### src/rtl/reno_cw_pkg.sv
`timescale 1ns / 1ps
// Shared types, constants and helper functions for the Reno congestion window block.
// Has no dependencies; every other file in rtl/ refers to it by scoped names.
package reno_cw_pkg;

    localparam int unsigned CFG_IDX_W = 2;
    localparam int unsigned CFG_DATA_W = 16;
    localparam int unsigned WIN_W = 30;
    localparam int unsigned SEQ_W = 32;
    localparam int unsigned DIV_W = 32;
    localparam int unsigned DIVISOR_W = 30;

    localparam logic [15:0] BASE_MAX_WINDOW = 16'hFFFF;
    localparam logic [3:0] MAX_SCALE = 4'd14;

    localparam logic [15:0] MSS_RESET = 16'd536;
    localparam logic [3:0] SCALE_RESET = 4'd0;
    localparam logic [3:0] THRESH_RESET = 4'd3;
    localparam logic [WIN_W-1:0] CWND_RESET = 30'd536;
    localparam logic [WIN_W-1:0] SSTHRESH_RESET = 30'd1073725440;
    localparam logic [7:0] DUP_MAX = 8'd255;

    typedef enum logic [CFG_IDX_W-1:0] {
        CFG_MAX_SEGMENT = 2'd0,
        CFG_WINDOW_SCALE = 2'd1,
        CFG_DUP_THRESHOLD = 2'd2
    } cfg_idx_t;

    typedef enum logic {
        CMD_DUP_ACK = 1'b0,
        CMD_NEW_ACK = 1'b1
    } cmd_t;

    // Saturate a grown window at 65535 shifted by the (clamped) window scale.
    function automatic logic [WIN_W-1:0] cap_window(input logic [32:0] value,
                                                     input logic [3:0] scale);
        logic [3:0] shift;
        logic [WIN_W-1:0] limit;
        shift = (scale > MAX_SCALE) ? MAX_SCALE : scale;
        limit = {14'd0, BASE_MAX_WINDOW} << shift;
        return (value > {3'd0, limit}) ? limit : value[WIN_W-1:0];
    endfunction

endpackage

### src/rtl/reno_cw_div.sv
`timescale 1ns / 1ps
// Iterative restoring divider: one quotient bit per cycle.
// Uses reno_cw_pkg for the operand widths.
module reno_cw_div
(
    input  logic                                 clk,
    input  logic                                 rst_n,
    input  logic                                 start,
    input  logic [reno_cw_pkg::DIV_W-1:0]        dividend,
    input  logic [reno_cw_pkg::DIVISOR_W-1:0]    divisor,
    output logic                                 done,
    output logic [reno_cw_pkg::DIV_W-1:0]        quotient
);

    logic [reno_cw_pkg::DIV_W-1:0]     quo_reg;
    logic [reno_cw_pkg::DIVISOR_W-1:0] rem_reg;
    logic [reno_cw_pkg::DIVISOR_W-1:0] dvs_reg;
    logic [4:0]                        count_reg;
    logic                              busy_reg;
    logic                              done_reg;

    logic [reno_cw_pkg::DIVISOR_W:0]   shifted;
    logic [reno_cw_pkg::DIVISOR_W+1:0] trial;

    assign shifted = {rem_reg, quo_reg[reno_cw_pkg::DIV_W-1]};
    assign trial = {1'b0, shifted} - {2'b00, dvs_reg};

    always_ff @(posedge clk or negedge rst_n)
    begin
        if (!rst_n)
        begin
            quo_reg <= '0;
            rem_reg <= '0;
            dvs_reg <= '0;
            count_reg <= '0;
            busy_reg <= 1'b0;
            done_reg <= 1'b0;
        end
        else
        begin
            done_reg <= 1'b0;
            if (start)
            begin
                quo_reg <= dividend;
                rem_reg <= '0;
                dvs_reg <= divisor;
                count_reg <= '0;
                busy_reg <= 1'b1;
            end
            else if (busy_reg)
            begin
                // A borrow out of the trial subtraction means the divisor did not fit.
                if (trial[reno_cw_pkg::DIVISOR_W+1])
                begin
                    rem_reg <= shifted[reno_cw_pkg::DIVISOR_W-1:0];
                    quo_reg <= {quo_reg[reno_cw_pkg::DIV_W-2:0], 1'b0};
                end
                else
                begin
                    rem_reg <= trial[reno_cw_pkg::DIVISOR_W-1:0];
                    quo_reg <= {quo_reg[reno_cw_pkg::DIV_W-2:0], 1'b1};
                end
                count_reg <= count_reg + 5'd1;
                if (count_reg == 5'd31)
                begin
                    busy_reg <= 1'b0;
                    done_reg <= 1'b1;
                end
            end
        end
    end

    assign done = done_reg;
    assign quotient = quo_reg;

endmodule

### src/rtl/reno_congestion_window_core.sv
`timescale 1ns / 1ps
// Top level of the Reno congestion window block: sequencer, state and output register.
// Depends on reno_cw_pkg and the shared divider reno_cw_div.
//
// Usage: one ACK event enters per item on the input channel (in_valid / in_stall)
// and exactly one result item leaves on the output channel (out_valid / out_stall).
// in_stall is high while an item is being worked on; the block takes one item at
// a time. A duplicate ACK below or beyond the threshold passes through ST_DECIDE and
// ST_WRITE, and a slow-start new ACK through ST_DECIDE, ST_GROW and ST_WRITE. Fast
// retransmit (count reaching the threshold) and a new ACK in congestion avoidance
// each run one pass of the shared divider. The divider is the only long path and
// sets the worst case. The result sits in an output register, so a new item is
// accepted while the previous result still waits; if the receiver stalls when
// the next result is ready, the sequencer holds it until the register frees.
// The user is to write configuration (cfg_we, cfg_index, cfg_data) only while idle;
// the block itself does not enforce this.
// Reset returns the registers to mss 536, scale 0, threshold 3, the window to
// 536 bytes, the threshold to 1073725440 bytes and the duplicate count to zero.
module reno_congestion_window_core
(
    input  logic                                 clk,
    input  logic                                 rst_n,

    input  logic                                 cfg_we,
    input  logic [reno_cw_pkg::CFG_IDX_W-1:0]    cfg_index,
    input  logic [reno_cw_pkg::CFG_DATA_W-1:0]   cfg_data,

    input  logic                                 in_valid,
    output logic                                 in_stall,
    input  logic                                 command,
    input  logic [31:0]                          ack_seq,
    input  logic [29:0]                          peer_window,
    input  logic [31:0]                          send_next,

    output logic                                 out_valid,
    input  logic                                 out_stall,
    output logic [29:0]                          cong_window,
    output logic [29:0]                          slow_start_limit,
    output logic                                 do_retransmit,
    output logic [31:0]                          retransmit_seq,
    output logic [31:0]                          new_send_next,
    output logic                                 stop_timer,
    output logic                                 try_send
);

    typedef enum logic [3:0] {
        ST_IDLE,
        ST_DECIDE,
        ST_SEG_DIV,
        ST_SEG_MUL,
        ST_INFL_MUL,
        ST_INFL_ADD,
        ST_AVOID_DIV,
        ST_GROW,
        ST_WRITE
    } state_t;

    state_t state_reg;

    // Configuration registers.
    logic [15:0] max_segment_reg;
    logic [3:0]  window_scale_reg;
    logic [3:0]  dup_threshold_reg;

    // Connection state.
    logic [29:0] cwnd_reg;
    logic [29:0] ssth_reg;
    logic [7:0]  dup_reg;

    // Latched item and working values.
    logic        cmd_reg;
    logic [31:0] ack_reg;
    logic [29:0] peer_reg;
    logic [31:0] snd_reg;
    logic [28:0] segs_reg;
    logic [23:0] infl_reg;
    logic [31:0] incr_reg;

    logic        res_retx_reg;
    logic [31:0] res_rseq_reg;
    logic [31:0] res_nnext_reg;
    logic        res_stop_reg;
    logic        res_send_reg;

    // Output register.
    logic        out_valid_reg;
    logic [29:0] cong_window_reg;
    logic [29:0] slow_start_limit_reg;
    logic        do_retransmit_reg;
    logic [31:0] retransmit_seq_reg;
    logic [31:0] new_send_next_reg;
    logic        stop_timer_reg;
    logic        try_send_reg;

    logic [15:0] mss_eff;
    logic [3:0]  thr_eff;
    logic [7:0]  dup_inc;
    logic        dup_above;
    logic        dup_equal;
    logic        was_recovering;
    logic [29:0] win_min;
    logic [29:0] cwnd_defl;
    logic        avoid;
    logic [31:0] mss_sq;
    logic [44:0] seg_prod;
    logic [23:0] infl_prod;
    logic [31:0] after_seq;
    logic [31:0] seq_diff;
    logic        keep_next;
    logic [32:0] step_sum;
    logic [32:0] infl_sum;
    logic [32:0] grow_sum;
    logic        out_free;

    logic                                  div_start;
    logic [reno_cw_pkg::DIV_W-1:0]         div_dividend;
    logic [reno_cw_pkg::DIVISOR_W-1:0]     div_divisor;
    logic                                  div_done;
    logic [reno_cw_pkg::DIV_W-1:0]         div_quotient;

    always_comb
    begin
        mss_eff = (max_segment_reg == 16'd0) ? 16'd1 : max_segment_reg;
        thr_eff = (dup_threshold_reg == 4'd0) ? 4'd1 : dup_threshold_reg;
        dup_inc = (dup_reg == reno_cw_pkg::DUP_MAX) ? dup_reg : dup_reg + 8'd1;
        dup_above = dup_inc > {4'd0, thr_eff};
        dup_equal = dup_inc == {4'd0, thr_eff};
        was_recovering = dup_reg > {4'd0, thr_eff};
        win_min = (peer_reg < cwnd_reg) ? peer_reg : cwnd_reg;
        cwnd_defl = (was_recovering && (cwnd_reg > ssth_reg)) ? ssth_reg : cwnd_reg;
        avoid = cwnd_defl > ssth_reg;
        mss_sq = {16'd0, mss_eff} * {16'd0, mss_eff};
        seg_prod = {16'd0, segs_reg} * {29'd0, mss_eff};
        infl_prod = {8'd0, mss_eff} * {16'd0, dup_reg};
        after_seq = ack_reg + {16'd0, mss_eff};
        seq_diff = snd_reg - after_seq;
        keep_next = (seq_diff != 32'd0) && !seq_diff[31];
        step_sum = {3'd0, cwnd_reg} + {17'd0, mss_eff};
        infl_sum = {3'd0, ssth_reg} + {9'd0, infl_reg};
        grow_sum = {3'd0, cwnd_reg} + {1'b0, incr_reg};
        out_free = !out_valid_reg || !out_stall;
    end

    // The divider serves both the ssthresh segment count and the avoidance step.
    always_comb
    begin
        div_start = 1'b0;
        if (state_reg == ST_DECIDE)
        begin
            if (cmd_reg == reno_cw_pkg::CMD_NEW_ACK)
            begin
                div_start = avoid;
            end
            else
            begin
                div_start = dup_equal;
            end
        end
        if (cmd_reg == reno_cw_pkg::CMD_NEW_ACK)
        begin
            div_dividend = mss_sq;
            div_divisor = cwnd_defl;
        end
        else
        begin
            div_dividend = {3'd0, win_min[29:1]};
            div_divisor = {14'd0, mss_eff};
        end
    end

    reno_cw_div u_div
    (
        .clk      (clk),
        .rst_n    (rst_n),
        .start    (div_start),
        .dividend (div_dividend),
        .divisor  (div_divisor),
        .done     (div_done),
        .quotient (div_quotient)
    );

    always_ff @(posedge clk or negedge rst_n)
    begin
        if (!rst_n)
        begin
            state_reg <= ST_IDLE;
            max_segment_reg <= reno_cw_pkg::MSS_RESET;
            window_scale_reg <= reno_cw_pkg::SCALE_RESET;
            dup_threshold_reg <= reno_cw_pkg::THRESH_RESET;
            cwnd_reg <= reno_cw_pkg::CWND_RESET;
            ssth_reg <= reno_cw_pkg::SSTHRESH_RESET;
            dup_reg <= '0;
            cmd_reg <= 1'b0;
            ack_reg <= '0;
            peer_reg <= '0;
            snd_reg <= '0;
            segs_reg <= '0;
            infl_reg <= '0;
            incr_reg <= '0;
            res_retx_reg <= 1'b0;
            res_rseq_reg <= '0;
            res_nnext_reg <= '0;
            res_stop_reg <= 1'b0;
            res_send_reg <= 1'b0;
            out_valid_reg <= 1'b0;
            cong_window_reg <= '0;
            slow_start_limit_reg <= '0;
            do_retransmit_reg <= 1'b0;
            retransmit_seq_reg <= '0;
            new_send_next_reg <= '0;
            stop_timer_reg <= 1'b0;
            try_send_reg <= 1'b0;
        end
        else
        begin
            if (cfg_we)
            begin
                if (cfg_index == reno_cw_pkg::CFG_MAX_SEGMENT)
                begin
                    max_segment_reg <= cfg_data;
                end
                else if (cfg_index == reno_cw_pkg::CFG_WINDOW_SCALE)
                begin
                    window_scale_reg <= cfg_data[3:0];
                end
                else if (cfg_index == reno_cw_pkg::CFG_DUP_THRESHOLD)
                begin
                    dup_threshold_reg <= cfg_data[3:0];
                end
            end

            if (out_valid_reg && !out_stall)
            begin
                out_valid_reg <= 1'b0;
            end

            case (state_reg)
                ST_IDLE:
                begin
                    if (in_valid)
                    begin
                        cmd_reg <= command;
                        ack_reg <= ack_seq;
                        peer_reg <= peer_window;
                        snd_reg <= send_next;
                        state_reg <= ST_DECIDE;
                    end
                end
                ST_DECIDE:
                begin
                    res_retx_reg <= 1'b0;
                    res_rseq_reg <= '0;
                    res_nnext_reg <= snd_reg;
                    res_stop_reg <= 1'b0;
                    res_send_reg <= 1'b0;
                    if (cmd_reg == reno_cw_pkg::CMD_NEW_ACK)
                    begin
                        cwnd_reg <= cwnd_defl;
                        dup_reg <= '0;
                        res_send_reg <= 1'b1;
                        if (avoid)
                        begin
                            state_reg <= ST_AVOID_DIV;
                        end
                        else
                        begin
                            incr_reg <= {16'd0, mss_eff};
                            state_reg <= ST_GROW;
                        end
                    end
                    else
                    begin
                        dup_reg <= dup_inc;
                        if (dup_above)
                        begin
                            // Window inflation during fast recovery.
                            cwnd_reg <= reno_cw_pkg::cap_window(step_sum, window_scale_reg);
                            res_send_reg <= 1'b1;
                            state_reg <= ST_WRITE;
                        end
                        else if (dup_equal)
                        begin
                            state_reg <= ST_SEG_DIV;
                        end
                        else
                        begin
                            state_reg <= ST_WRITE;
                        end
                    end
                end
                ST_SEG_DIV:
                begin
                    if (div_done)
                    begin
                        segs_reg <= (div_quotient < 32'd2) ? 29'd2 : div_quotient[28:0];
                        state_reg <= ST_SEG_MUL;
                    end
                end
                ST_SEG_MUL:
                begin
                    ssth_reg <= seg_prod[29:0];
                    state_reg <= ST_INFL_MUL;
                end
                ST_INFL_MUL:
                begin
                    infl_reg <= infl_prod;
                    state_reg <= ST_INFL_ADD;
                end
                ST_INFL_ADD:
                begin
                    cwnd_reg <= reno_cw_pkg::cap_window(infl_sum, window_scale_reg);
                    res_retx_reg <= 1'b1;
                    res_rseq_reg <= ack_reg;
                    res_nnext_reg <= keep_next ? snd_reg : after_seq;
                    res_stop_reg <= 1'b1;
                    state_reg <= ST_WRITE;
                end
                ST_AVOID_DIV:
                begin
                    if (div_done)
                    begin
                        incr_reg <= div_quotient;
                        state_reg <= ST_GROW;
                    end
                end
                ST_GROW:
                begin
                    cwnd_reg <= reno_cw_pkg::cap_window(grow_sum, window_scale_reg);
                    state_reg <= ST_WRITE;
                end
                ST_WRITE:
                begin
                    if (out_free)
                    begin
                        out_valid_reg <= 1'b1;
                        cong_window_reg <= cwnd_reg;
                        slow_start_limit_reg <= ssth_reg;
                        do_retransmit_reg <= res_retx_reg;
                        retransmit_seq_reg <= res_rseq_reg;
                        new_send_next_reg <= res_nnext_reg;
                        stop_timer_reg <= res_stop_reg;
                        try_send_reg <= res_send_reg;
                        state_reg <= ST_IDLE;
                    end
                end
                default:
                begin
                    state_reg <= ST_IDLE;
                end
            endcase
        end
    end

    assign in_stall = (state_reg != ST_IDLE);
    assign out_valid = out_valid_reg;
    assign cong_window = cong_window_reg;
    assign slow_start_limit = slow_start_limit_reg;
    assign do_retransmit = do_retransmit_reg;
    assign retransmit_seq = retransmit_seq_reg;
    assign new_send_next = new_send_next_reg;
    assign stop_timer = stop_timer_reg;
    assign try_send = try_send_reg;

endmodule

### config.mk
export PLATFORM = sky130hd
export DESIGN_NAME = reno_congestion_window_core
export DESIGN_NICKNAME = d
export VERILOG_FILES = /design/src/rtl/reno_cw_pkg.sv /design/src/rtl/reno_cw_div.sv /design/src/rtl/reno_congestion_window_core.sv
export SDC_FILE = /design/constraint.sdc
export NUM_CORES = 2
export LEC_CHECK = 0
export ABC_AREA = 1
export BUFFER_PORTS_ARGS = -buffer_cell sky130_fd_sc_hd__buf_4
export CORE_UTILIZATION = 56
export DETAILED_ROUTE_END_ITERATION = 6
export PLACE_DENSITY = 0.73
export REMOVE_ABC_BUFFERS = 1
export SLEW_MARGIN = 5
export SYNTH_ARGS = -nofsm -noshare
export SYNTH_HDL_FRONTEND = slang
export SYNTH_SLANG_ARGS = --single-unit
### constraint.sdc
create_clock -name clk -period 19.4 [get_ports clk]
set_input_delay 4.85 -clock clk [delete_from_list [all_inputs] [get_ports clk]]
set_output_delay 4.85 -clock clk [all_outputs]
set_load 0.05 [all_outputs]
==> flow_summary_export.csv <==
group,metric,value,unit
run_status,status,"completed",
synthesis,yosysWarnings,0,
critical_path,slowest_delay,1010,ps
critical_path,cp_slowest_cell,"nor4_1",
global_routing,use_met2,0.618,
clock_tree,post_cts_buffers,0,
clock_tree,cts_tree,"yes",
placed_design,io_buffers,246,
final_layout,final_net_count,9278,
timing,tns,0,ps
run,max_cap_violations,0,
floorplanning,dieArea,110000,um^2
synthesis,synth_ff_type,"dfrtp_1",
floorplanning,start_util,0.566,
clock_tree,htree_levels,3,
clock_tree,cts_buffers,70,
final_layout,final_cell_area,66100,um^2
critical_path,path_common_cell,"nand2_1",
route,viasPerCell,5.82,
global_routing,grt_pass1_wl,329000,um
critical_path,critPathRequiredTime,19990,ps
critical_path,end_kind,"flop",
placed_design,dpl-instance-area,63600,um^2
clock_tree,ctsHoldBuffers,0,
route,ant_nets,0,
global_routing,grt_util_met1,0.524,
global_routing,antenna_found_initial,10,
floorplanning,rows,120,
synthesis,synth_edf_count,0,
timing,min_period,8250,ps
clock_tree,clock-sinks,568,
global_routing,use_met3,0.0768,
clock_tree,post_cts_resized,0,
timing,setup_viol,0,
synthesis,netlist_instances,8038,
timing,finalCritPeriodShare,0.425,
synthesis,synth_area_leader_cell,"dfrtp_1",
global_routing,grt_overflow,0,
timing,fmaxAchievable,121,MHz
final_layout,layout-drive-gt1-share,0.0815,
floorplanning,coreArea,107000,um^2
route,drt-pass1-iter-count,6,
global_routing,top_usage_layer,"met2",
placed_design,post-dp-hpwl,168000,um
timing,worstMarginPinSlew,1170,ps
timing,relSlewSlack,0.223,
synthesis,synth.top_cell.area_share,0.224,
clock_tree,cts_max_path_buffers,3,
floorplanning,num_io_pins,247,
synthesis,synth_common_cells,"nand2_1, inv_1, dfrtp_1",
floorplanning,die_h,331,um
timing,rsz0062_at_grt,"no",
global_routing,globalRouteTotalUtil,0.395,
critical_path,cp.arrival,8840,ps
global_routing,grt_pass1_vias,54500,
clock_tree,clk_pin_slew,60,ps
route,drt_wl_total,217000,um
route,vias,55600,
clock_tree,clock_latency,670,ps
global_routing,grt_start_max_net_pins,172,
synthesis,postSynthAreaPerCell,7.56,um^2
route,drt_iter0_markers,5600,
floorplanning,die_w,331,um
final_layout,area_delta_synth_final,8.74,%
placed_design,routabilityCongestion,1.06,
synthesis,synth_area_leaders,"dfrtp_1, fa_1, nand2_1, ha_1, inv_1",
timing,fin_skew,30.1,ps
critical_path,start_kind,"flop",
synthesis,yosysSeqAreaShare,0.234,
route,wl_per_cell,22.7,um
clock_tree,clock-root-buffer,"clkbuf_16",
critical_path,cp_max_fo,33,
critical_path,crit_type,"flop to flop",
synthesis,synthesis.area,60800,um^2
route,drc,0,
timing,report.final.slew_viol_count,0,
worst_hold_path,worstHoldPathType,"flop to flop",
timing,hold_viol_final,0,
synthesis,ys_types,69,
synthesis,ys_ff_latch,568,
synthesis,yosysMostFrequentCell,"nand2_1",
synthesis,ys_async_sr_fraction,1.00,
per-stage QoR:
step / util / hold slack, ps / instances / setup WS [ps]
global route: 0.615 / 504 / 9549 / 10610
finish: 0.616 / 479 / 9550 / 11150
detailed placement: 0.593 / 462 / 9424 / 11330
CTS: 0.615 / 478 / 9549 / 11290
global placement: 0.593 / 462 / 9424 / 11380
floorplan: - / 445 / 7699 / 9590
worst max-delay path: cells and delay by family (launching register included):
family / cells / cell delay (ps)
buffers and inverters: 4 / 660
adders and majority gates: 3 / 1060
AOI/OAI and AO/OA: 4 / 1020
xor gates and xnor gates: 1 / 300
and+or+nand+nor: 22 / 4420
DFF: 1 / 700
cell usage in the layout (no fill, tap or decap), drive strengths merged, types with 22 or more instances in the layout:
master and n:
a21oi 490, buf 322, clkbuf 84, clkinv 22, dfrtp 544, dfstp 24, fa 530, ha 537
inv 1485, mux2 81, nand2 2016, nand3 354, nand4 62, nor2 457, nor3 69, nor4 26
o211ai 55, o21ai 500, o21bai 22, o22ai 44, or2 27, xnor2 79, xor2 148
final timing paths:
kind | start | to | slack [ps] | depth (start not counted)
min in group asynchronous | rst_n | infl_reg[16] | 4230 | 1
worst min register to register | res_nnext_reg[18] | res_nnext_reg[18] | 480 | 2
worst max-delay path | max_segment_reg[0] | res_nnext_reg[0] | 11150 | 34
worst max register to register | max_segment_reg[0] | res_nnext_reg[0] | 11150 | 34
worst min-delay path | res_nnext_reg[18] | res_nnext_reg[18] | 480 | 2
max in group asynchronous | rst_n | incr_reg[10] | 12640 | 3
logic make-up after synthesis:
kind of cell	count (synthesis)	synth area share
compound gates	1237	0.112
xor+xnor	227	0.0328
fa+ha+maj	1067	0.285
buf+inv	1822	0.115
flops	568	0.234
mux	81	0.0150
other cells	1	0.0000617
simple gates	3035	0.205
per-layer routing:
layer,routed length [um],part of all wire,vias to the layer above
li1,-,-,25300
met1,86400,0.40,27000
met2,96700,0.45,2589
met3,20100,0.093,624
met4,13400,0.062,12
met5,80,0.00037,-
area by class of cell:
class,count,area [um^2]
Sequential cell,568,14300
Clock buffer,84,1910
Inverter,1481,5560
Fill cell,9828,41300
Tap cell,1403,1760
Timing Repair Buffer,322,2450
Clock inverter,41,558
Multi-Input combinational cell,5650,39600
Antenna cell,1,2.50
Power is left out: the tool's default activity adds up to more than one toggle a clock period on the data nets, which glitch-free logic cannot reach.
